<file path="config.mk">
export PLATFORM = sky130hd
export DESIGN_NAME = pcga_ram
export DESIGN_NICKNAME = d
export VERILOG_FILES = /design/src/rtl/core/peak_charge_gate_accumulator_assert.svh /design/src/rtl/core/pcga_ram.sv
export SDC_FILE = /design/constraint.sdc
export NUM_CORES = 1
export LEC_CHECK = 0
export BUFFER_PORTS_ARGS = -buffer_cell sky130_fd_sc_hd__buf_2
export CORE_MARGIN = 3
export CORE_UTILIZATION = 40
export DETAILED_ROUTE_END_ITERATION = 10
export HOLD_SLACK_MARGIN = 0.15
export SYNTH_ARGS = -nofsm -noshare
export SYNTH_HDL_FRONTEND = slang
export SYNTH_SLANG_ARGS = --single-unit
export TNS_END_PERCENT = 1
</file>
<file path="constraint.sdc">
create_clock -name clk -period 1.31 [get_ports clk]
set_clock_uncertainty 0.2 [all_clocks]
set_input_delay 0.0655 -clock clk [delete_from_list [all_inputs] [get_ports clk]]
set_output_delay 0.0655 -clock clk [all_outputs]
set_load 0.1 [all_outputs]
</file>
<file path="src/rtl/core/peak_charge_gate_accumulator_assert.svh">
// ----------------------------------------------------------------------------
// Assertion macros for the peak charge gate accumulator
// Two property forms, sampled on the rising clock edge and muted during reset.
// ----------------------------------------------------------------------------
`ifndef PEAK_CHARGE_GATE_ACCUMULATOR_ASSERT_SVH
`define PEAK_CHARGE_GATE_ACCUMULATOR_ASSERT_SVH

`ifndef ASSERT_OFF
// same-cycle implication
`define ASSERT_IMPLIES(lbl, clk, rst, ante, cons) \
  lbl: assert property (@(posedge clk) disable iff (rst) (ante) |-> (cons)) \
    else $error("assertion failed: same-cycle implication");
// next-cycle implication
`define ASSERT_NEXT(lbl, clk, rst, ante, cons) \
  lbl: assert property (@(posedge clk) disable iff (rst) (ante) |=> (cons)) \
    else $error("assertion failed: next-cycle implication");
`else
`define ASSERT_IMPLIES(lbl, clk, rst, ante, cons)
`define ASSERT_NEXT(lbl, clk, rst, ante, cons)
`endif

`endif

</file>
<file path="src/rtl/core/pcga_ram.sv">
// ----------------------------------------------------------------------------
// pcga_ram
// Generic simple dual-port RAM: one write port, one read port, registered read.
// ----------------------------------------------------------------------------
module pcga_ram #(
  parameter int WIDTH = 8,
  parameter int DEPTH = 2
) (
  input  logic                     clk,
  input  logic                     we,
  input  logic [$clog2(DEPTH)-1:0] waddr,
  input  logic [WIDTH-1:0]         wdata,
  input  logic [$clog2(DEPTH)-1:0] raddr,
  output logic [WIDTH-1:0]         rdata
);

  logic [WIDTH-1:0] mem [DEPTH];

  always_ff @(posedge clk) begin
    if (we) begin
      mem[waddr] <= wdata;
    end
    rdata <= mem[raddr];
  end

endmodule

</file>
# Word-level counts from Yosys, hierarchy flattened
# Memory sizes are Yosys's and may differ from the RTL's. A register that Yosys moved wholly into a read port is not among the register bits.
# Cells that the tools add are included.
# W data, S select, Z words.
# op_classes
n_mux,2
# ops
cell,count
$mux W1,2
# totals
reg_bits,0
ramBits,16
out_inout_bits,8
wordCells,3
memories,1
# memory_table
memory,depth,word_bits,read_ports,rd_ports_with_merged_regs,write_ports,line_no,rtl
mem,2,8,1,1,1,pcga_ram.sv:17,logic [WIDTH-1:0] mem [DEPTH];

# Depth between registers and ports, before layout
# logic_depth
word_depth,2
mapped_depth,2

# Worst setup path after synthesis
# Ideal clock, no wire load.
# synth_timing
path_kind,flip-flop to output port
start,register rdata[0] (read register of mem)
end,output rdata[0]
arrival_time_ns,0.909
setup_slack_ns,0.136
stages_incl_launch_ff,1
cell_sequence,dfxtp_1
# synth_lines
element,line_no,rtl
start: declaration,pcga_ram.sv:14,output logic [WIDTH-1:0] rdata
# No word-level cell between the ends.

# Final worst setup path
# layout_timing
start,input waddr
end,memory mem[1][7] (enable)
# layout_lines
element,line_no,rtl
start: declaration,pcga_ram.sv:11,"input logic [$clog2(DEPTH)-1:0] waddr,"
end: declaration,pcga_ram.sv:17,
# No word-level cell before the write port.

==> impl_metrics.ini <==
[status]
status = finished, final reports clean

[drt]
vias_per_cell = 4.25
ant_nets = 0
dr.pass1.iters = 2
post_drt_wl_per_cell_um = 11.7
via_count = 404
drc_errors = 0
initialDrtViolationCount = 1
routed_wl_um = 1110

[floorplanning]
fp.dieH_um = 50.3
die-width_um = 50.3
rows = 15
num_io_pins = 20
core_area_um2 = 1780
die_area_um2 = 2530
initial_core_util_pct = 44.0

[hold_path]
hold_depth = 2
hold_class = in -> reg

[global_routing]
grt_max_degree = 14
use_met1_pct = 9.94
top_usage_layer = met2
use_met3_pct = 3.56
grt_pass1_vias = 419
grt_pass1_wl_um = 1770
antenna_found_initial = 0
grtUsageTotal_pct = 10.5
grt_use_met2_pct = 18.3
grt-ovfl-total = 0

[critical_path]
reg2reg_depth = 1
cp.buffers_inverters = 2
cp-end-kind = flip-flop
crit_fanout = 8
arrival_ps = 1040
critical_path_class = in -> reg
cp_cell_sequence = dlygate4sd3_1 > buf_2 > and2_1
r2r_start = mem[0][3]
critPathLaunchType = primary input
cp.depth = 3
crit_slowest_cell = dlygate4sd3_1
r2r-end = rdata[3]
crit_family = buffers and inverters
ff2ff_setup_slack_ps = 360
crit_start = waddr
cp-endpoint = mem[1][7]
max_stage_delay_ps = 530
cp.required_ps = 1090

[logic_synthesis]
synth.distinct_cells = 6
synth_fp_nets = 47
avgSynthCellArea_um2 = 22.4
yosysSeqAreaShare_pct = 81.7
yosysMostFrequentCell = edfxtp_1
synth-async-reset-ratio_pct = 0
synthTopCellsByArea = edfxtp_1, dfxtp_1, mux2_4
postSynthCellCount = 35
synth_edf_count = 16
yosysTopAreaCellShare_pct = 61.2
synthFlopType = edfxtp_1
ys_ff_latch = 24
yosys_warnings = 0
yosysTopAreaCell = edfxtp_1
syn_area_um2 = 785
yosys-top-cells-count = edfxtp_1, dfxtp_1, mux2_4

[flow_run]
drv_cap = 0

[cells_and_area]
nNetsFinal = 83
multi_input_area_um2 = 133
syn_to_final_growth_pct = 36.5
antenna_cells = 0
fillers = 141
drive_above_1_share_pct = 45.7
ff_latch_area_um2 = 641

[power]
max-vdd-ir-drop_mv = 0.802
leakage_nw = 0.441
power_per_cell_area_nw_per_um2 = 1400
p_total_mw = 1.50

[cts]
clk_pin_slew_ps = 120
cts_setup_buffers = 0
tritoncts = done
clkLatencyLatePin_ps = 300
numCtsBuffers = 3
clockRootBuffer = clkbuf_4
clock_path_buffers = 2
clock-sinks = 24
cts_htree_levels = 1

[timing]
hold_slack_ps = 280
hold_viol = 0
finalCritPeriodShare_pct = 96.3
rsz0062_at_grt = false
period_minus_slack_ps = 1260
drv_slew = 0
tightest_slew_ps = 364
finalSetupViolations = 0
fmax_ghz = 0.793
relSlewSlack_pct = 75.7
tns_ps = 0

[place]
placement.io_buffers = 19
dp_hpwl_um = 677
gp_congestion = 0.616
[layer usage]
layer | wire, um | part of all wire [%] | up-vias
li1 | - | - | 198
met1 | 419 | 38 | 191
met2 | 629 | 57 | 13
met3 | 48 | 4.3 | 2
met4 | 16 | 1.4 | 0
met5 | 0 | 0 | -
[power breakdown]
group / switching (mW) / internal (mW) / total, mW / leakage [nW]
logic: 0.208 / 0.0991 / 0.307 / 0.208
clock network: 0.201 / 0.111 / 0.313 / 0.0154
registers: 0.0133 / 0.867 / 0.880 / 0.218
total: 0.423 / 1.08 / 1.50 / 0.441
[cell type report]
type / count / share of cell area, %
Timing Repair Buffer: 32 / 22.4
Sequential cell: 24 / 59.8
Clock inverter: 1 / 0.350
Clock buffer: 3 / 2.10
Tap cell: 25 / 2.92
Multi-Input combinational cell: 10 / 12.4
[registers in the layout, indices dropped and copies added (netlist names)]
| signal | count |
|---|---|
| rdata | 8 |
| mem | 16 |
[stage by stage]
step / area (um2) / std cells / util, % / setup slack, ps
after global placement: 915 / 80 / 51.3 / 283
after detailed placement: 915 / 80 / 51.3 / 249
after global routing: 1070 / 95 / 60.1 / 14.0
after floorplan: 785 / 35 / - / 136
after CTS: 1070 / 95 / 60.1 / 64.5
final: 1070 / 95 / 60.1 / 49.1
[cell usage in the layout (no fill, tap or decap)]
cell,synthesis,layout
edfxtp_1,16,16
dlygate4sd3_1,0,11
clkbuf_4,0,3
buf_2,0,11
and2_1,1,1
mux2_4,8,8
buf_4,0,10
clkinv_1,0,1
dfxtp_1,8,8
nor2b_1,1,1
[timing repair]
item	in CTS	in global routing
endpoints found under the setup margin	8	0
hold buffers	11	0
endpoints found under the hold margin	40	0
gates resized for setup	8	0
[cell families after synthesis]
logic type,Yosys count,synth area share (%)
muxes,8,15.3
and+or+nand+nor,2,1.60
DFF,24,81.7
buffers and inverters,1,1.44
[how the worst min path moves through the flow]
stage	start	to	slack (ps)
finish	wdata[6]	mem[0][6]	280
global route	wdata[4]	mem[0][4]	260
CTS	wdata[0]	mem[1][0]	260
floorplan	wdata[0]	mem[0][0]	-40
global placement	wdata[2]	mem[1][2]	50
detailed placement	wdata[0]	mem[0][0]	60
Note: power is estimated with default switching activity, not from simulation.
