==> src/rtl/core/peak_charge_gate_accumulator_assert.svh <==
// ----------------------------------------------------------------------------
// Assertion macros for the peak charge gate accumulator
// Two property forms, sampled on the rising clock edge and muted during reset.
// ----------------------------------------------------------------------------
`ifndef PEAK_CHARGE_GATE_ACCUMULATOR_ASSERT_SVH
`define PEAK_CHARGE_GATE_ACCUMULATOR_ASSERT_SVH

`ifndef ASSERT_OFF
// same-cycle implication
`define ASSERT_IMPLIES(lbl, clk, rst, ante, cons) \
  lbl: assert property (@(posedge clk) disable iff (rst) (ante) |-> (cons)) \
    else $error("assertion failed: same-cycle implication");
// next-cycle implication
`define ASSERT_NEXT(lbl, clk, rst, ante, cons) \
  lbl: assert property (@(posedge clk) disable iff (rst) (ante) |=> (cons)) \
    else $error("assertion failed: next-cycle implication");
`else
`define ASSERT_IMPLIES(lbl, clk, rst, ante, cons)
`define ASSERT_NEXT(lbl, clk, rst, ante, cons)
`endif

`endif

==> src/rtl/core/pcga_pkg.sv <==
// ----------------------------------------------------------------------------
// pcga_pkg
// Shared widths, request codes and types of the peak charge gate accumulator.
// ----------------------------------------------------------------------------
package pcga_pkg;

  localparam int ADC_W   = 10;  // raw sample
  localparam int CHAN_W  = 7;   // channel / entry field
  localparam int MEAN_W  = 14;  // Q10.4 pedestal mean and mean charge
  localparam int SIGMA_W = 12;  // Q8.4 pedestal sigma
  localparam int CUT_W   = 8;   // Q4.4 sigma cut
  localparam int SUM_W   = 32;  // charge sum
  localparam int HIT_W   = 16;  // reported hit count
  localparam int PED_W   = MEAN_W + SIGMA_W;

  localparam int DEF_CHANNELS   = 64;
  localparam int DEF_COUNT_BITS = 16;

  localparam logic [CUT_W-1:0]  SIGMA_CUT_RESET = CUT_W'(48);
  localparam logic [MEAN_W-1:0] MEAN_MAX        = '1;

  typedef enum logic [1:0] {
    REQ_SAMPLE = 2'd0,
    REQ_LOAD   = 2'd1,
    REQ_READ   = 2'd2,
    REQ_NONE   = 2'd3
  } req_t;

  // end of a clock train, as seen by the accumulate path
  typedef struct packed {
    logic             fire;
    logic [ADC_W-1:0] peak;
    logic             flag;
  } train_end_t;

endpackage

==> src/rtl/core/pcga_div.sv <==
// ----------------------------------------------------------------------------
// pcga_div
// Restoring divider, one quotient bit per cycle, result clipped to Q10.4.
// ----------------------------------------------------------------------------
module pcga_div
  import pcga_pkg::*;
#(
  parameter int COUNT_BITS = DEF_COUNT_BITS
) (
  input  logic                  clk,
  input  logic                  rst,
  input  logic                  go,
  input  logic [SUM_W-1:0]      dividend,
  input  logic [COUNT_BITS-1:0] divisor,
  output logic                  done,
  output logic [MEAN_W-1:0]     quotient
);

  localparam int STEP_W = $clog2(SUM_W);

  logic                  active;
  logic [STEP_W-1:0]     step;
  logic [COUNT_BITS-1:0] den;
  logic [COUNT_BITS-1:0] rem;
  logic [SUM_W-1:0]      quo;

  logic [COUNT_BITS:0]   trial;
  logic                  qbit;
  logic [COUNT_BITS-1:0] rem_next;
  logic [SUM_W-1:0]      quo_next;

  always_comb begin
    trial    = {rem, quo[SUM_W-1]};
    qbit     = (trial >= {1'b0, den});
    rem_next = qbit ? COUNT_BITS'(trial - {1'b0, den}) : trial[COUNT_BITS-1:0];
    quo_next = {quo[SUM_W-2:0], qbit};
  end

  always_ff @(posedge clk) begin
    if (rst) begin
      active <= 1'b0;
      done   <= 1'b0;
      step   <= '0;
    end else begin
      done <= 1'b0;
      if (go) begin
        active <= 1'b1;
        step   <= '0;
        den    <= divisor;
        rem    <= '0;
        quo    <= dividend;
      end else if (active) begin
        rem  <= rem_next;
        quo  <= quo_next;
        step <= step + 1'b1;
        if (step == STEP_W'(SUM_W - 1)) begin
          active   <= 1'b0;
          done     <= 1'b1;
          quotient <= (quo_next[SUM_W-1:MEAN_W] != '0) ? MEAN_MAX
                                                      : quo_next[MEAN_W-1:0];
        end
      end
    end
  end

endmodule

==> config.mk <==
export PLATFORM = sky130hd
export DESIGN_NAME = pcga_div
export DESIGN_NICKNAME = d
export VERILOG_FILES = /design/src/rtl/core/peak_charge_gate_accumulator_assert.svh /design/src/rtl/core/pcga_pkg.sv /design/src/rtl/core/pcga_div.sv
export SDC_FILE = /design/constraint.sdc
export NUM_CORES = 1
export LEC_CHECK = 0
export ABC_AREA = 1
export ABC_CLOCK_PERIOD_IN_PS = 3250
export BUFFER_PORTS_ARGS = -buffer_cell sky130_fd_sc_hd__buf_4
export CAP_MARGIN = 20
export CORE_MARGIN = 1.5
export CORE_UTILIZATION = 25
export CTS_BUF_LIST = sky130_fd_sc_hd__clkbuf_4 sky130_fd_sc_hd__clkbuf_8
export DETAILED_ROUTE_END_ITERATION = 6
export MAX_ROUTING_LAYER = met4
export SKIP_LAST_GASP = 1
export SYNTH_ARGS = -nofsm -noshare
export SYNTH_HDL_FRONTEND = slang
export SYNTH_SLANG_ARGS = --single-unit
==> constraint.sdc <==
create_clock -name clk -period 3.25 [get_ports clk]
set_input_delay 0.1625 -clock clk [delete_from_list [all_inputs] [get_ports clk]]
set_output_delay 0.1625 -clock clk [all_outputs]
set_load 0.05 [all_outputs]
== Yosys cells after proc, flatten, opt, wreduce, memory -nomap -nowiden ==
Index checks and enable logic that the tools add are counted.
Operators by class
  $add $sub $neg: 2
  magnitude comparators: 1
  equality and inequality tests: 1
  mux-type cells: 8
  bitwise operators: 3
  reduce and logical (&&, ||, !) cells: 7
Operators with widths (count)
  two-way mux 32 bit: 2
  two-way mux 16 bit: 2
  nonzero test 18 bit: 1
  >= comparator 17 x 16 -> 1 bit: 1
  subtractor 16 bit: 1
  adder 5 x 1 -> 5 bit, second input constant: 1
  equality test 5 bit, second input constant: 1
  two-way mux 1 bit: 4
  AND reduction 2 bit: 2
  AND reduction 4 bit: 1
  inverter 1 bit: 3
  OR reduction 3 bit: 1
  nonzero test 2 bit: 1
  OR reduction 2 bit: 1
Word-level totals
  register bits: 85
  input bits: 51
  output and inout bits: 15
  word-level logic and storage cells: 29

== Logic depth before layout (Yosys ltp) ==
  depth in word-level cells: 4
  gate-level depth with buffers: 14
  depth with buffers taken out: 14

== Least setup slack after synthesis ==
Ideal clock, no wire load.
  kind: register to register
  from: register active
  to: register quo[0] (enable)
  setup time: 0.470 ns
  arrival: 2.962 ns
  data required time: 2.780 ns
  path slack: -0.182 ns
  cell stages (with the launch flop): 4
  path buffers: 1
  period minus slack after synthesis: 3.432 ns
  cells stage by stage: dfxtp_1 -> clkbuf_1 -> inv_1 -> a21oi_1
Between the ends
  word-level cells in the longest chain between the ends: 2
Ends and longest elaborated chain
  start: declaration: line pcga_div.sv:21  | logic active;
  start signal: assignment: line pcga_div.sv:41  | active <= 1'b0;
  start signal: assignment: line pcga_div.sv:47  | active <= 1'b1;
  start signal: assignment: line pcga_div.sv:57  | active <= 1'b0;
  nonzero test 2 bit (no source line)
  AND reduction 2 bit (no source line)
  end signal: assignment: line pcga_div.sv:51  | quo <= dividend;
  end signal: assignment: line pcga_div.sv:54  | quo <= quo_next;
  end: declaration: line pcga_div.sv:25  | logic [SUM_W-1:0] quo;
No other way between the ends.
A chain may end at the register's enable or synchronous reset.

== Worst setup path in the final report ==
  from: register rem[13]
  to: register rem[3], data pin
Between the ends
  word-level cells in the longest chain between the ends: 3
Ends and longest elaborated chain
  start: declaration: line pcga_div.sv:24  | logic [COUNT_BITS-1:0] rem;
  start signal: assignment: line pcga_div.sv:53  | rem <= rem_next;
  >= comparator 17 x 16 -> 1 bit: line pcga_div.sv:34  | qbit = (trial >= {1'b0, den});
  two-way mux 16 bit: line pcga_div.sv:35  | rem_next = qbit ? COUNT_BITS'(trial - {1'b0, den}) : trial[COUNT_BITS-1:0];
  two-way mux 16 bit: line pcga_div.sv:52  | end else if (active) begin
No other way between the ends. The select of a mux whose other input is x is not followed.

==> impl.org <==
** Placement
- OpenSTA, run right after detailed placement, puts the worst setup slack at around 860 ps.
- Routability-driven placement finished with a final weighted congestion of roughly 0.90.
- Summed over all nets, the half-perimeter wirelength after detailed placement is about 7.8 mm.
- Number of input and output port buffers inserted :: 65

** Floorplan
- After floorplanning, the core was sized to cover approximately 0.019 mm2.
- Initial Utilization :: 0.254
- The die is 140 um tall.
- Die area :: around 0.020 mm2
- After floorplanning, the core was divided into 50 placement rows.
- X dimension of the die :: 140 um
- 66 I/O pins were placed.

** Yosys
- Main flop type after synthesis :: sky130_fd_sc_hd__edfxtp_1
- Average size of a mapped cell :: approximately 8.6 um2
- The commonest cells after synthesis are sky130_fd_sc_hd__nand2_1, sky130_fd_sc_hd__edfxtp_1, sky130_fd_sc_hd__inv_1.
- For this run, asynchronously set or reset flops after synthesis account for 0.
- Count of flip-flops with a built-in enable after synthesis :: ~80
- Post-synthesis instance area :: around 0.0047 mm2
- Summed over all instances, the cell type with the most area after synthesis is sky130_fd_sc_hd__edfxtp_1.
- Warnings, synthesis :: 0
- FF+latch count, synth :: 85
- Largest cells by area after synthesis :: sky130_fd_sc_hd__edfxtp_1, sky130_fd_sc_hd__nand2_1, sky130_fd_sc_hd__inv_1
- Count of mapped cells out of synthesis :: roughly 550
- Portion of the post-synthesis area used by sequential elements :: 0.526
- Proportion of netlist area held by the largest area contributor :: 0.496
- Leading cell type by number of instances after synthesis :: sky130_fd_sc_hd__nand2_1
- Distinct cell type count of the synthesized netlist :: 33
- Net Count, Synth :: between 600 and 700

** Clock tree
- For this design, the CTS-stage hold fixing added 17 buffers.
- Worst-path clk slew :: around 100 ps
- Number of CTS-inserted buffers :: 9
- The cell sitting at the root of the clock tree is a sky130_fd_sc_hd__clkbuf_8.
- CTS-repair resized insts :: 0
- Sinks on Clock Net :: 85
- Clk Latency, worst-skew pair :: 390 ps
- TritonCTS built the clock tree.
- The clock passes through at most 2 buffers.
- CTS built an H-tree with a depth of 3.
- The number of setup buffers added after CTS is 0.

** GRT
- Global-route wire length before repair :: ~18 mm
- For this run the aggregate overflow at the end of global routing stands at 0.
- The number of antenna violations at the first check in global routing is 0.
- Overall Global Routing Usage :: 0.123
- Largest net degree at the start of global routing :: 50
- The via count of the first global-routing pass came to around 3700.

** Detailed routing
- In this run the top signal layer used is met4.
- For this block, the initial DRC count from the detailed router was approximately 160.
- After detailed routing, the average wire length per cell comes to 12.6 um.
- In the detailed route, the total length drawn on met2 is approximately 5 mm.
- After detailed routing, the number of vias per cell comes to 4.20.
- Wire segments on met3 add up to roughly 490 um in the final route.
- M1 WL :: just over 5 mm
- Number of iterations in the first detailed-routing pass :: 5
- Remaining routing DRC violations :: 0
- Across all layers, the routed design uses 3661 vias.
- The routed design has about 11 mm of wire.
- Number of nets with antenna violations after routing :: 0

** Worst setup path
- By startpoint and endpoint, the worst setup path is classified as reg -> reg.
- Counting cells, the worst reg-to-reg path comes to 10.
- At the worst endpoint, the required time is approximately 3500 ps.
- Reg2reg start :: rem[13]
- Arrival time worst endpoint :: ~2600 ps
- Crit path top cell by count :: sky130_fd_sc_hd__nor2_1
- Crit Path Max Fanout :: 15
- Worst setup path start :: rem[13]
- For this run, the slowest stage of the critical path takes between 400 and 500 ps.
- In this run the number of cells on the critical path is 10.
- Top delay family on crit path :: simple AND/OR/NAND/NOR gates
- Kind of end point of the critical path :: flip-flop
- Buffers plus inverters on the worst setup path :: 1
- Worst-path cell with the longest stage delay :: sky130_fd_sc_hd__edfxtp_1
- STA classifies the critical path startpoint as a flip-flop.
- The critical path goes through ha_1 -> a21oi_2 -> nor2_1 -> nor2_1 -> nand2_1 -> nor2_4 -> nand2_4 -> inv_2 -> nor2_1 -> nor2_1.

** STA
- Of the available clock period, the critical path in the final layout requires 0.725.
- The worst path in the final design needs a cycle of between 2000 and 2500 ps, including I/O delays and setup.
- Derived from the worst setup path, the maximum achievable clock frequency is 0.424 GHz.
- Max_slew headroom :: 0.707
- Slew at the pin with the worst max-slew slack :: approximately 440 ps
- Setup WS post-layout :: between 800 and 900 ps
- The final hold violation count is 0.
- Setup repair after global routing left no endpoint under its margin.
- Setup-violating endpoint count in the final report :: 0
- The count of final max-slew check failures came to 0.
- Summed negative setup slack over all endpoints :: 0 ps
- Final worst clock skew :: around 15 ps

** Min path
- Hold Path Origin :: dividend[14]
- The worst hold path belongs to the class in -> reg.
- Along the worst hold path, the cell count comes to 3.

** Finish
- In the final layout, the share of cells above drive strength 1 is 0.213.
- Relative to the synthesized area, the layout overhead comes to 23.6%.
- Finished Core Util :: 0.314
- Final-stage net count :: roughly 700
- Count of fill cells added during filler insertion :: 1989
- Ant. Diodes :: 0

** Status
- Result of the run :: finished clean

** Pwr
- Leakage power figure :: around 2.6 nW
- IR analysis of the VDD net gives a maximum drop of 0.000221 V.
- In this run the power density over the cells is ~450 mW/mm2.

** Run
- Max-cap violations in this run came to 0.
-- metal layers --
layer | vias to the layer above | global-route usage
met5 | - | -
met4 | 0 | 0.0543
met3 | 13 | 0.0253
met2 | 80 | 0.195
met1 | 1658 | 0.151
li1 | 1910 | -
-- worst min-delay path, stage by stage --
cell	delay (ps)
sky130_fd_sc_hd__buf_4	70
sky130_fd_sc_hd__nand2_1	40
sky130_fd_sc_hd__nand2_1	50
-- metrics by stage --
step | std cells | total power [mW] | cell area, um2 | hold WS, ps
2_1_floorplan | 547 | 1.72 | 4720 | 235
3_3_place_gp | 839 | 1.86 | 5470 | 341
3_5_place_dp | 839 | 1.87 | 5470 | 342
4_1_cts | 872 | 2.65 | 5830 | 25.1
5_1_grt | 872 | 2.77 | 5830 | 48.0
6_report | 872 | 2.62 | 5830 | 43.8
-- registers in the layout, indices dropped and copies added, names as in the netlist --
signal and flops:
quotient 14, done 1, rem 16, quo 32, den 16, step 5, active 1
-- cell families after synthesis --
logic type               count (synthesis)  synth area share
flip-flops                              85             0.526
AND/OR/NAND/NOR                        309             0.293
AO/OA/AOI/OAI                           28            0.0308
adder cells (fa/ha/maj)                 19            0.0520
XOR/XNOR                                 6            0.0111
buffers and inverters                  100            0.0867
-- worst paths after layout --
path	to	slack (ps)
hold / removal	quo[14]	40
setup / recovery	rem[3]	890
hold reg to reg	step[4]	490
setup reg to reg	rem[3]	890
-- power breakdown --
group	total, mW	internal, mW	switching, mW
Sequential	1.30	1.27	0.0276
Combinational	0.559	0.216	0.343
Clock	0.763	0.328	0.435
-- final cells by class --
| class | instances | area (um2) | area share |
|---|---|---|---|
| Sequential cell | 85 | 2480 | 0.425 |
| Multi-Input combinational cell | 362 | 1840 | 0.315 |
| Timing Repair Buffer | 88 | 703 | 0.121 |
| Inverter | 87 | 327 | 0.0560 |
| Tap cell | 234 | 293 | 0.0502 |
| Clock buffer | 11 | 151 | 0.0259 |
| Clock inverter | 5 | 38.8 | 0.00665 |
-- cell usage in the layout, fill, tap and decap left out, types with 4 or more instances in the layout --
master and instances:
sky130_fd_sc_hd__clkbuf_8 11, sky130_fd_sc_hd__buf_4 71, sky130_fd_sc_hd__inv_1 73, sky130_fd_sc_hd__nor2_2 12
sky130_fd_sc_hd__nand3b_1 9, sky130_fd_sc_hd__o21ai_0 14, sky130_fd_sc_hd__nand2_1 191, sky130_fd_sc_hd__ha_1 18
sky130_fd_sc_hd__nor2_1 43, sky130_fd_sc_hd__inv_2 12, sky130_fd_sc_hd__nor4_1 4, sky130_fd_sc_hd__dfxtp_1 7
sky130_fd_sc_hd__nand3_1 14, sky130_fd_sc_hd__xor2_1 6, sky130_fd_sc_hd__nand2_2 12, sky130_fd_sc_hd__dlygate4sd3_1 17
sky130_fd_sc_hd__nand4_1 6, sky130_fd_sc_hd__nand3_2 5, sky130_fd_sc_hd__edfxtp_1 78, sky130_fd_sc_hd__a21oi_1 10
No activity file was read; power rests on OpenSTA's default activity.
