<file path="config.mk">
export PLATFORM = sky130hd
export DESIGN_NAME = pcga_peak
export DESIGN_NICKNAME = d
export VERILOG_FILES = /design/src/rtl/core/peak_charge_gate_accumulator_assert.svh /design/src/rtl/core/pcga_pkg.sv /design/src/rtl/core/pcga_peak.sv
export SDC_FILE = /design/constraint.sdc
export NUM_CORES = 1
export LEC_CHECK = 0
export ABC_CLOCK_PERIOD_IN_PS = 4600
export BUFFER_PORTS_ARGS = -buffer_cell sky130_fd_sc_hd__buf_2
export CORE_AREA = 2 2 45 47
export DETAILED_ROUTE_END_ITERATION = 12
export DIE_AREA = 0 0 47 49
export GPL_TIMING_DRIVEN = 1
export PLACE_DENSITY_LB_ADDON = 0.12
export SLEW_MARGIN = 20
export SYNTH_ARGS = -nofsm -noshare
export SYNTH_HDL_FRONTEND = slang
export SYNTH_SLANG_ARGS = --single-unit
</file>
<file path="constraint.sdc">
create_clock -name clk -period 4.6 [get_ports clk]
set_input_delay 0.23 -clock clk [delete_from_list [all_inputs] [get_ports clk]]
set_output_delay 0.23 -clock clk [all_outputs]
set_load 0.01 [all_outputs]
</file>
<file path="src/rtl/core/peak_charge_gate_accumulator_assert.svh">
// ----------------------------------------------------------------------------
// Assertion macros for the peak charge gate accumulator
// Two property forms, sampled on the rising clock edge and muted during reset.
// ----------------------------------------------------------------------------
`ifndef PEAK_CHARGE_GATE_ACCUMULATOR_ASSERT_SVH
`define PEAK_CHARGE_GATE_ACCUMULATOR_ASSERT_SVH

`ifndef ASSERT_OFF
// same-cycle implication
`define ASSERT_IMPLIES(lbl, clk, rst, ante, cons) \
  lbl: assert property (@(posedge clk) disable iff (rst) (ante) |-> (cons)) \
    else $error("assertion failed: same-cycle implication");
// next-cycle implication
`define ASSERT_NEXT(lbl, clk, rst, ante, cons) \
  lbl: assert property (@(posedge clk) disable iff (rst) (ante) |=> (cons)) \
    else $error("assertion failed: next-cycle implication");
`else
`define ASSERT_IMPLIES(lbl, clk, rst, ante, cons)
`define ASSERT_NEXT(lbl, clk, rst, ante, cons)
`endif

`endif

</file>
<file path="src/rtl/core/pcga_pkg.sv">
// ----------------------------------------------------------------------------
// pcga_pkg
// Shared widths, request codes and types of the peak charge gate accumulator.
// ----------------------------------------------------------------------------
package pcga_pkg;

  localparam int ADC_W   = 10;  // raw sample
  localparam int CHAN_W  = 7;   // channel / entry field
  localparam int MEAN_W  = 14;  // Q10.4 pedestal mean and mean charge
  localparam int SIGMA_W = 12;  // Q8.4 pedestal sigma
  localparam int CUT_W   = 8;   // Q4.4 sigma cut
  localparam int SUM_W   = 32;  // charge sum
  localparam int HIT_W   = 16;  // reported hit count
  localparam int PED_W   = MEAN_W + SIGMA_W;

  localparam int DEF_CHANNELS   = 64;
  localparam int DEF_COUNT_BITS = 16;

  localparam logic [CUT_W-1:0]  SIGMA_CUT_RESET = CUT_W'(48);
  localparam logic [MEAN_W-1:0] MEAN_MAX        = '1;

  typedef enum logic [1:0] {
    REQ_SAMPLE = 2'd0,
    REQ_LOAD   = 2'd1,
    REQ_READ   = 2'd2,
    REQ_NONE   = 2'd3
  } req_t;

  // end of a clock train, as seen by the accumulate path
  typedef struct packed {
    logic             fire;
    logic [ADC_W-1:0] peak;
    logic             flag;
  } train_end_t;

endpackage

</file>
<file path="src/rtl/core/pcga_peak.sv">
// ----------------------------------------------------------------------------
// pcga_peak
// Running peak tracker over one clock train; flags the train end.
// ----------------------------------------------------------------------------
module pcga_peak
  import pcga_pkg::*;
#(
  parameter int CHANNELS = DEF_CHANNELS
) (
  input  logic              clk,
  input  logic              rst,
  input  logic              sample_en,   // sample transfer this edge
  input  logic [CHAN_W-1:0] channel,
  input  logic [ADC_W-1:0]  adc_sample,
  input  logic              integrator_flag,
  input  logic              train_end,
  output train_end_t        ev
);

  logic             open;
  logic [ADC_W-1:0] peak_value;
  logic             peak_flag;

  logic             chan_ok;
  logic             base_flag;
  logic [ADC_W-1:0] peak_next;
  logic             flag_next;

  always_comb begin
    chan_ok   = (channel < CHANNELS);
    // first sample of a train seeds the flag (flat train case)
    base_flag = open ? peak_flag : integrator_flag;
    if (adc_sample > peak_value) begin
      peak_next = adc_sample;
      flag_next = integrator_flag;
    end else begin
      peak_next = peak_value;
      flag_next = base_flag;
    end
    ev.fire = sample_en && chan_ok && train_end;
    ev.peak = peak_next;
    ev.flag = flag_next;
  end

  always_ff @(posedge clk) begin
    if (rst) begin
      open       <= 1'b0;
      peak_value <= '0;
      peak_flag  <= 1'b0;
    end else if (sample_en && chan_ok) begin
      if (train_end) begin
        open       <= 1'b0;
        peak_value <= '0;
        peak_flag  <= 1'b0;
      end else begin
        open       <= 1'b1;
        peak_value <= peak_next;
        peak_flag  <= flag_next;
      end
    end
  end

endmodule

</file>
## Word level (Yosys, flattened, before mapping)

Index checks and enable logic that the tools add are counted.

| cells by class | value |
|---|---|
| order comparisons | 2 |
| muxes and demuxes | 6 |
| reductions and logical operators | 2 |

Operator list:

| operator | count |
|---|---|
| 10-bit two-way mux | 2 |
| 10-bit > comparator | 1 |
| 7-bit < comparator (second input constant) | 1 |
| 1-bit two-way mux | 4 |
| 1-bit logical AND | 2 |

| word-level totals | value |
|---|---|
| output and inout port bits | 12 |
| logic and storage cells | 13 |
| flip-flop bits (word level) | 12 |
| input port bits | 22 |

## Depth between registers and ports, before layout

Gate-level depths: netlist (run 1).

| depth | value |
|---|---|
| depth in word-level cells | 3 |
| gate-level depth with buffers | 8 |
| mapped depth without buffers | 7 |

## Worst setup path after synthesis (run 1)

Ideal clock, no wire load.

| timing path | value |
|---|---|
| path type | reg2out |
| start point | register peak_value[4] |
| end point | output ev[0] in the netlist's numbering |
| stages on the path, launching flop included | 9 |
| buffers on the path | 1 |
| slack | 2.367 ns |
| arrival time | 2.003 ns |
| required time | 4.370 ns |
| cell sequence | dfxtp_1 > inv_1 > ha_1 > nand4_1 > or4_4 > a21boi_1 > nand2_1 > mux2_1 > buf_4 |

| between the ends | value |
|---|---|
| longest elaborated chain between the ends | 2 |

Ends and longest elaborated chain:

| element | line | text |
|---|---|---|
| start: declaration | pcga_peak.sv:21 | `logic [ADC_W-1:0] peak_value;` |
| start signal: assignment | pcga_peak.sv:57 | `peak_value <= peak_next;` |
| 10-bit > comparator | pcga_peak.sv:33 | `if (adc_sample > peak_value) begin` |
| 1-bit two-way mux | pcga_peak.sv:33 |  |
| end: declaration | pcga_peak.sv:17 | `output train_end_t ev` |

Every way passes these cells.

==> results of run 1 <==
==> synth_stat cells, drive strengths merged, types with 2 or more instances <==
cell,count,share of area
buf,3,0.027
mux2i,10,0.11
o32ai,10,0.10
nand2b,2,0.014
nand2,6,0.026
a21oi,4,0.023
a21boi,2,0.017
o21ai,2,0.011
ha,10,0.14
nor3,2,0.011
dfxtp,12,0.27
nor2,3,0.013
inv,21,0.090
==> stage by stage <==
step / hold slack [ns] / power (W)
floorplan: 0.345 / 0.000156
global placement: 0.475 / 0.000179
detailed placement: 0.488 / 0.000180
CTS: 0.218 / 0.000265
global route: 0.228 / 0.000280
finish: 0.216 / 0.000262
==> critical path: cells and delay by family (launching register included) <==
| family | cells | cell delay [ns] |
|---|---|---|
| buf+inv | 3 | 0.49 |
| flops | 1 | 0.32 |
| compound gates | 4 | 1.17 |
| mux | 1 | 0.19 |
| fa+ha+maj | 1 | 0.31 |
==> power groups by stage <==
stage,Clock (W),Sequential (W),Combinational [W]
after detailed placement,0,0.000111,0.0000696
final,0.0000852,0.000108,0.0000690
after global placement,0,0.000111,0.0000681
after CTS,0.0000865,0.000108,0.0000700
after global routing,0.0000923,0.000109,0.0000787
after floorplan,0,0.000110,0.0000456
==> layer usage <==
metal | part of all wire | track usage | up-vias
li1 | - | - | 426
met2 | 0.48 | 0.315 | 19
met5 | 0 | 0 | -
met3 | 0.040 | 0.0222 | 5
met1 | 0.46 | 0.245 | 364
met4 | 0.019 | 0.0694 | 0
==> final timing paths <==
check / endpoint / depth (start not counted) / slack (ns) / from
min reg2reg: peak_flag$_SDFFE_PP0P_ / 2 / 0.50 / peak_flag$_SDFFE_PP0P_
min: peak_value[8]$_SDFFE_PP0P_ / 3 / 0.22 / adc_sample[8]
max reg2reg: peak_value[7]$_SDFFE_PP0P_ / 7 / 2.42 / peak_value[4]$_SDFFE_PP0P_
max: ev[7] / 9 / 1.62 / peak_value[4]$_SDFFE_PP0P_
==> sequential cells by signal (all words and copies together), names as in the netlist <==
signal,flops
open,1
peak_flag,1
peak_value,10
==> area by class of cell <==
class,instances,share of cell area
multi-input cells,65,0.499
flip-flops and latches,12,0.226
repair buffers,28,0.134
inverters,21,0.0743
clock buffers,4,0.0342
well taps,27,0.0318
==> kinds of logic after synthesis <==
| family | share of synthesized area |
|---|---|
| adders and majority gates | 0.143 |
| DFF | 0.274 |
| AOI/OAI and AO/OA | 0.213 |
| and+or+nand+nor | 0.121 |
| muxes | 0.127 |
| buffers and inverters | 0.121 |
==> impl_results.md, run 1 <==
* Status: finished, final reports clean
* Worst-path clk slew at 0.07 ns
* IO Count at 34
* Clock Latency Late Sink at approximately 0.28 ns
* Syn_nets at between 100 and 150
* Flip-flop and latch area at 240 um2
* Synth Flop Type: dfxtp_1
* # fillers at 186
* Sw Ratio at 0.292
* Switching power at 0.0000767 W
* PwrDens at 247 mW/mm2
* Layout cells sized above 1 at 0.262
* Post-CTS Hold Fix Bufs at 0
* Fin crit share at 0.647
* Clock share of power at 0.325
* Initial antenna violation count at 0
* Peak VDD IR at 0.203 mV
* Dpl hpwl at 1.42 mm
* Clock Tree Buf Depth at 2
* P_leak at 0.490 nW
* Crit path time final at 2.98 ns
* Distinct cells, synth at 31
* Synth Register Bits at 12
* CP Data Arrival Time at 2.75 ns
* Int Pwr at between 0.00015 and 0.0002 W
* Placed Cells at approximately 150
* Syn Std Cell Area at roughly 880 um2
* DR DRC count at 0
* Final std cell area, no fill at roughly 0.0011 mm2
* Total negative slack at 0 ns
* Async SR Flop Fraction at 0
* Die height at 49 um
* Area Growth Syn to Fin at 21.1%
* Hold/Removal Path Class: in2reg
* Initial DRC Count at 5
* RSZ-0062 raised after global routing: no
* Clock Sinks at 12
* Clock buffer count from CTS at 3
* First-pass GRT wire length at 3.28 mm
* Vias in the first global route at 813
* Max-slew violations at 0
* Worst Max-Slew Pin Slew at 0.671 ns
* Initial Util at 0.476
* Worst EP required at 4.37 ns
* Rel. slew slack at 0.550
* Final Core Density at 0.576
* Total wire length at between 1.5 and 2 mm
* Antenna cells at 0
* Combinational group share of total power at 0.263
* Most frequent cells in the layout: 27 x buf_2, 21 x inv_1, 12 x dfxtp_1
* IO Port Bufs at 27
* Most common cell after layout, fill and taps aside: buf_2
* Fmax at 336 MHz
* Die area at 0.00230 mm2
* Nature of the critical path endpoint: output pin
* Layout Cells excl Fill at 157
* Avg WL per Cell at around 12 um
* DP Area at 0.00102 mm2
* Final hold violation count at 0
* Final net count at between 150 and 200
* Pin count of the biggest net entering global routing at 14
* Placer Congestion at 0.759
* Setup crit start kind: flip-flop
* Die X at 47 um
* Crit path max fanout at 6
* Final setup fails at 0
* Core area at 0.00184 mm2
* Overflow after GRT at 0
* CTS tree: done
* GRT Total Usage at 0.191
* Dpl ws at 1.90 ns
* Crit path kind: reg2out
* H-tree level count at 1
* Max Cap Viol at 0
* Root Buffer Master: clkbuf_4
* Clock skew at 0.00621 ns
* Flop pwr share at 0.412
* # rows at 16
* Slowest-stage cell, CP: o21ai_1
* Post-CTS Setup Inserts at 0
* Post-cts gate resize count at 0
* Detailed-route via count at 814
* Synthesized area per cell at 8.59 um2
* TritonRoute pass-1 iters at 4
* Crit path cell chain: inv_1 -> ha_1 -> a21oi_1 -> a21boi_0 -> o31a_1 -> o21ai_1 -> buf_4 -> mux2i_1 -> buf_2
* Synth Warn # at 0
* Routed Antenna Nets at 0
* Setup ws final at around 1.6 ns
* Vias/cell at 5.18
* Sequential share of the synthesized area at 0.274
* Post-Syn Instances at 102
* Post-synth EDFFs at 0
* Critical path's largest stage delay at 0.56 ns
* Multi-input gate area at 529 um2
No activity file was read; power rests on OpenSTA's default activity.
==> run 2, diff against run 1 <==
- ABC_CLOCK_PERIOD_IN_PS: 4600 -> 2800
- CORE_AREA: 2 2 45 47 -> 2 2 47 49
- DIE_AREA: 0 0 47 49 -> 0 0 49 51
- clock period: 4.6 -> 2.8 ns (I/O delays scaled with it)
==> run 2 against run 1 <==
Largest cell class unchanged. Utilization shrank 5.8 points. Clock skew shrank 0.0033 ns. Die area grew 8.5%. Sequential power grew 65%. Highest routed layer unchanged. Non-clock buffer count grew 1. Final cell count grew 1.3%. Register-to-register slack lost 1.8 ns. Critical endpoint is now ev[0]. Critical path type unchanged. Hold slack lost 0.099 ns.
==> impl_results.md, run 2 (synthesis gave the netlist of run 1 again) <==
* Flip-flop and latch area at ~240 um2
* Clock skew at 0.00295 ns
* Top Registers: peak_value: 10 flops, open: 1 flops, peak_flag: 1 flops
* Crit. Startpoint: peak_value[4]$_SDFFE_PP0P_
* Setup ws final at 0.212 ns
* Hold/Removal Path Class: in2reg
* Multi-input gate area at 529 um2
* Vias in the first global route at 731
* Detailed-route via count at 813
* Vias/cell at 5.11
* Worst EP required at 2.66 ns
* First-pass GRT wire length at 3.02 mm
* Clock buffer count from CTS at 3
* IO Port Bufs at 27
* Overflow after GRT at 0
* Antenna cells at 0
* Final net count at 164
* Critical path's largest stage delay at 0.54 ns
* Die X at 49 um
* Dpl ws at 0.504 ns
* CP Capture Point: ev[0]
* Dpl hpwl at 1.39 mm
* Crit path depth at 8
* Die height at 51 um
* Max-slew violations at 0
* Post-cts gate resize count at 0
* R2R Path Start: peak_value[4]$_SDFFE_PP0P_
* WP buf/inv at 2
* Reg-to-Reg End: peak_value[2]$_SDFFE_PP0P_
* Layout cells sized above 1 at 0.267
* Worst-path clk slew at 0.09 ns
* Placer Congestion at 0.791
* Initial DRC Count at 11
* Most frequent cells in the layout: 27 x buf_2, 21 x inv_1, 12 x dfxtp_1
* CTS tree: done
* Pin count of the biggest net entering global routing at 14
* Core area at about 0.0021 mm2
* Status: finished, final reports clean
* Crit path kind: reg2out
* RSZ-0062 raised after global routing: no
* Rel. slew slack at 0.642
* Total negative slack at 0 ns
* IO Count at 34
* Clock Latency Late Sink at 0.28 ns
* Reg2Reg Setup Slack at roughly 0.61 ns
* Setup crit start kind: flip-flop
* Root Buffer Master: clkbuf_4
* Crit path cell chain: inv_1 -> ha_1 -> nand4_1 -> or4_4 -> a21boi_1 -> nand2_1 -> mux2_1 -> buf_2
* Nature of the critical path endpoint: output pin
* CP Data Arrival Time at 2.45 ns
* Final setup fails at 0
* Fin crit share at 0.924
* Biggest register: peak_value
* Clock Sinks at 12
* Post-CTS Setup Inserts at 0
* Area Growth Syn to Fin at 22.1%
* Die area at 0.00250 mm2
* Crit path max fanout at 5
* Initial Util at 0.424
* # rows at 17
* PwrDens at just over 400 mW/mm2
* H-tree level count at 1
* Clock Tree Buf Depth at 2
* DR DRC count at 0
* Post-CTS Hold Fix Bufs at 0
* TritonRoute pass-1 iters at 4
* Max Cap Viol at 0
* Worst R2R Path Depth at 7
* Total wire length at 1.82 mm
* Crit-path leading delay family: simple AND/OR/NAND/NOR gates
* Peak VDD IR at 0.241 mV
* Most common cell after layout, fill and taps aside: buf_2
* Slowest-stage cell, CP: or4_4
* Crit path time final at 2.59 ns
* Final hold violation count at 0
* Largest register FFs at 10
* GRT Total Usage at 0.155
* Avg WL per Cell at 11.4 um
* P_leak at roughly 0.50 nW
* Initial antenna violation count at 0
* Routed Antenna Nets at 0
* # fillers at 215
* Worst Max-Slew Pin Slew at between 0.5 and 0.6 ns
* Fmax at slightly below 400 MHz
run 2: cell type report:
class                   count  area share
well taps                  28      0.0327
repair buffers             29       0.140
clock buffers               4      0.0339
inverters                  21      0.0737
multi-input cells          65       0.495
flip-flops and latches     12       0.225
run 2: metal layers:
metal	share of wire	up-vias	global-route usage	routed length (um)
li1	-	423	-	-
met1	0.47	367	0.187	861
met2	0.48	21	0.276	868
met3	0.041	2	0.0175	75
met4	0.0066	0	0.0714	12
met5	0	-	0	0
run 2: worst min-delay path, stage by stage:
cell and delay (ns):
buf_2 0.07, inv_1 0.05, o32ai_1 0.09
run 2: through the flow:
stage	std cells	area, um2	hold slack, ns	util	power, W
6_report	159	1070	0.118	0.518	0.000438
5_1_grt	159	1070	0.133	0.518	0.000462
4_1_cts	159	1070	0.120	0.518	0.000442
3_5_place_dp	155	1030	0.414	0.501	0.000297
3_3_place_gp	155	1030	0.401	0.501	0.000296
2_1_floorplan	102	876	0.255	-	0.000256
run 2: how the worst min path moves through the flow:
stage / slack, ns / to / startpoint / cells after the start
6_report: 0.12 / peak_value[0]$_SDFFE_PP0P_ / adc_sample[0] / 3
5_1_grt: 0.13 / peak_value[1]$_SDFFE_PP0P_ / adc_sample[1] / 3
4_1_cts: 0.12 / peak_value[0]$_SDFFE_PP0P_ / adc_sample[0] / 3
3_5_place_dp: 0.41 / peak_value[4]$_SDFFE_PP0P_ / adc_sample[4] / 3
3_3_place_gp: 0.40 / peak_value[4]$_SDFFE_PP0P_ / adc_sample[4] / 3
2_1_floorplan: 0.25 / peak_value[2]$_SDFFE_PP0P_ / rst / 1
run 2: power by group:
part	total [W]	internal [W]	switching (W)	leakage, nW
clock network	0.000145	0.0000791	0.0000659	0.0210
registers	0.000178	0.000176	0.00000169	0.0974
logic	0.000115	0.0000521	0.0000632	0.377
==> run 3, diff against run 2 <==
- PLACE_DENSITY: unset -> 0.72
- PLACE_DENSITY_LB_ADDON: 0.12 -> unset
==> run 3 against run 2 <==
Global-route usage increased by 1.7 points. Sequential cell count is the same. Critical endpoint unchanged. Power is 7.9% lower. Non-clock buffer count stayed put. Clock skew grew 0.0034 ns. Sequential power is essentially flat. Design area decreased by 1.3%. Critical path depth stayed put. Critical path type unchanged. Wire length grew 9.1%. Hold slack gained 0.011 ns. Utilization fell by 0.67 points. Via count grew 5.9%.
==> impl_results.md, run 3 (synthesis gave the netlist of run 1 again) <==
* Top Registers: peak_value: 10 flops, open: 1 flops, peak_flag: 1 flops
* Post-CTS Setup Inserts at 0
* CP Data Arrival Time at 2.45 ns
* Fin crit share at 0.923
* Reg2Reg Setup Slack at 0.55 ns
* Dpl hpwl at 1.52 mm
* Core area at around 0.0021 mm2
* Initial DRC Count at 9
* Clock skew at 0.00637 ns
* Biggest register: peak_value
* Layout cells sized above 1 at 0.262
* DR DRC count at 0
* Hold Path Sink: peak_value[4]$_SDFFE_PP0P_
* Clock buffer count from CTS at 3
* TritonRoute pass-1 iters at 4
* Pin count of the biggest net entering global routing at 14
* RSZ-0062 raised after global routing: no
* Worst R2R Path Depth at 7
* Total wire length at roughly 2 mm
* PwrDens at 382 mW/mm2
* Clock Latency Late Sink at 0.28 ns
* Fmax at a little under 400 MHz
* Max Cap Viol at 0
* Crit path time final at 2.59 ns
* Rel. slew slack at 0.604
* Crit path max fanout at 5
* Die X at 49 um
* CTS tree: done
* Area Growth Syn to Fin at 20.6%
* Most common cell after layout, fill and taps aside: buf_2
* IO Count at 34
* Final std cell area, no fill at 0.00106 mm2
* Routed Antenna Nets at 0
* Worst-path clk slew at 0.08 ns
* Clock Tree Buf Depth at 2
* Setup crit start kind: flip-flop
* Vias/cell at approximately 5.4
* Layout Cells excl Fill at 158
* Overflow after GRT at 0
* Die height at 51 um
* P_leak at 0.488 nW
* Most frequent cells in the layout: 27 x buf_2, 21 x inv_1, 12 x dfxtp_1
* Final hold violation count at 0
* Peak VDD IR at 0.273 mV
* R2R Path Start: peak_value[4]$_SDFFE_PP0P_
* DP Area at 0.00103 mm2
* H-tree level count at 1
* Largest register FFs at 10
* Detailed-route via count at 861
* Antenna cells at 0
* Post-cts gate resize count at 0
* Worst Max-Slew Pin Slew at 0.587 ns
* Worst Hold Depth at 3
* Root Buffer Master: clkbuf_4
* Final net count at 164
* Avg WL per Cell at 12.5 um
* Post-CTS Hold Fix Bufs at 0
* Placed Cells at 155
* Initial antenna violation count at 0
* Final setup fails at 0
* GRT Total Usage at 0.172
* Max-slew violations at 0
* IO Port Bufs at 27
* Placer Congestion at just over 0.7
* Initial Util at 0.424
* Hold/Removal Path Class: in2reg
* Worst EP required at 2.66 ns
* First-pass GRT wire length at 3.21 mm
* # rows at 17
* Status: finished, final reports clean
* Crit path kind: reg2out
* Die area at between 0.002 and 0.0025 mm2
* Nature of the critical path endpoint: output pin
* Vias in the first global route at 807
* Total negative slack at 0 ns
* Power Total at 0.000403 W
* Reg-to-Reg End: peak_value[1]$_SDFFE_PP0P_
* Clock Sinks at 12
* Hold_sp: adc_sample[4]
## run 3: cell type report
type,count,area (um2)
Fill cell,209,1010
Multi-Input combinational cell,65,529
Sequential cell,12,240
Timing Repair Buffer,29,150
Inverter,21,78.8
Tap cell,28,35.0
Clock buffer,3,22.5
## run 3: how the worst max path moves through the flow
stage	startpoint	to	slack (ns)	cells after the start
3_5_place_dp	peak_value[4]$_SDFFE_PP0P_	ev[0]	0.53	8
6_report	peak_value[4]$_SDFFE_PP0P_	ev[0]	0.21	8
4_1_cts	peak_value[4]$_SDFFE_PP0P_	ev[0]	0.21	8
2_1_floorplan	peak_value[4]$_SDFFE_PP0P_	ev[0]	0.66	8
3_3_place_gp	peak_value[4]$_SDFFE_PP0P_	ev[0]	0.55	8
5_1_grt	peak_value[4]$_SDFFE_PP0P_	ev[0]	0.05	8
## run 3: through the flow
stage / worst slack, ns / hold slack [ns] / utilization
final: 0.215 / 0.128 / 0.512
after floorplan: 0.657 / 0.255 / -
after global placement: 0.550 / 0.399 / 0.501
after global routing: 0.0530 / 0.130 / 0.512
after detailed placement: 0.525 / 0.411 / 0.501
after CTS: 0.210 / 0.126 / 0.512
## run 3: critical path: stages, from the launching register on
cell      delay, ns
dfxtp_1        0.31
inv_1          0.06
ha_1           0.32
nand4_1        0.14
or4_4          0.54
a21boi_1       0.25
nand2_1        0.09
mux2_1         0.32
buf_2          0.14
## run 3: power breakdown
part / switching [W] / leakage, nW / internal (W)
Combinational: 0.0000646 / 0.377 / 0.0000522
Clock: 0.0000587 / 0.0138 / 0.0000498
Sequential: 0.00000200 / 0.0974 / 0.000176
Total: 0.000125 / 0.488 / 0.000278
## run 3: metal layers
metal | global-route usage | wire length [um] | up-vias
met5 | 0 | 0 | -
met4 | 0.119 | 65 | 0
met3 | 0.0468 | 95 | 9
met2 | 0.324 | 1040 | 26
met1 | 0.161 | 782 | 402
li1 | - | - | 424
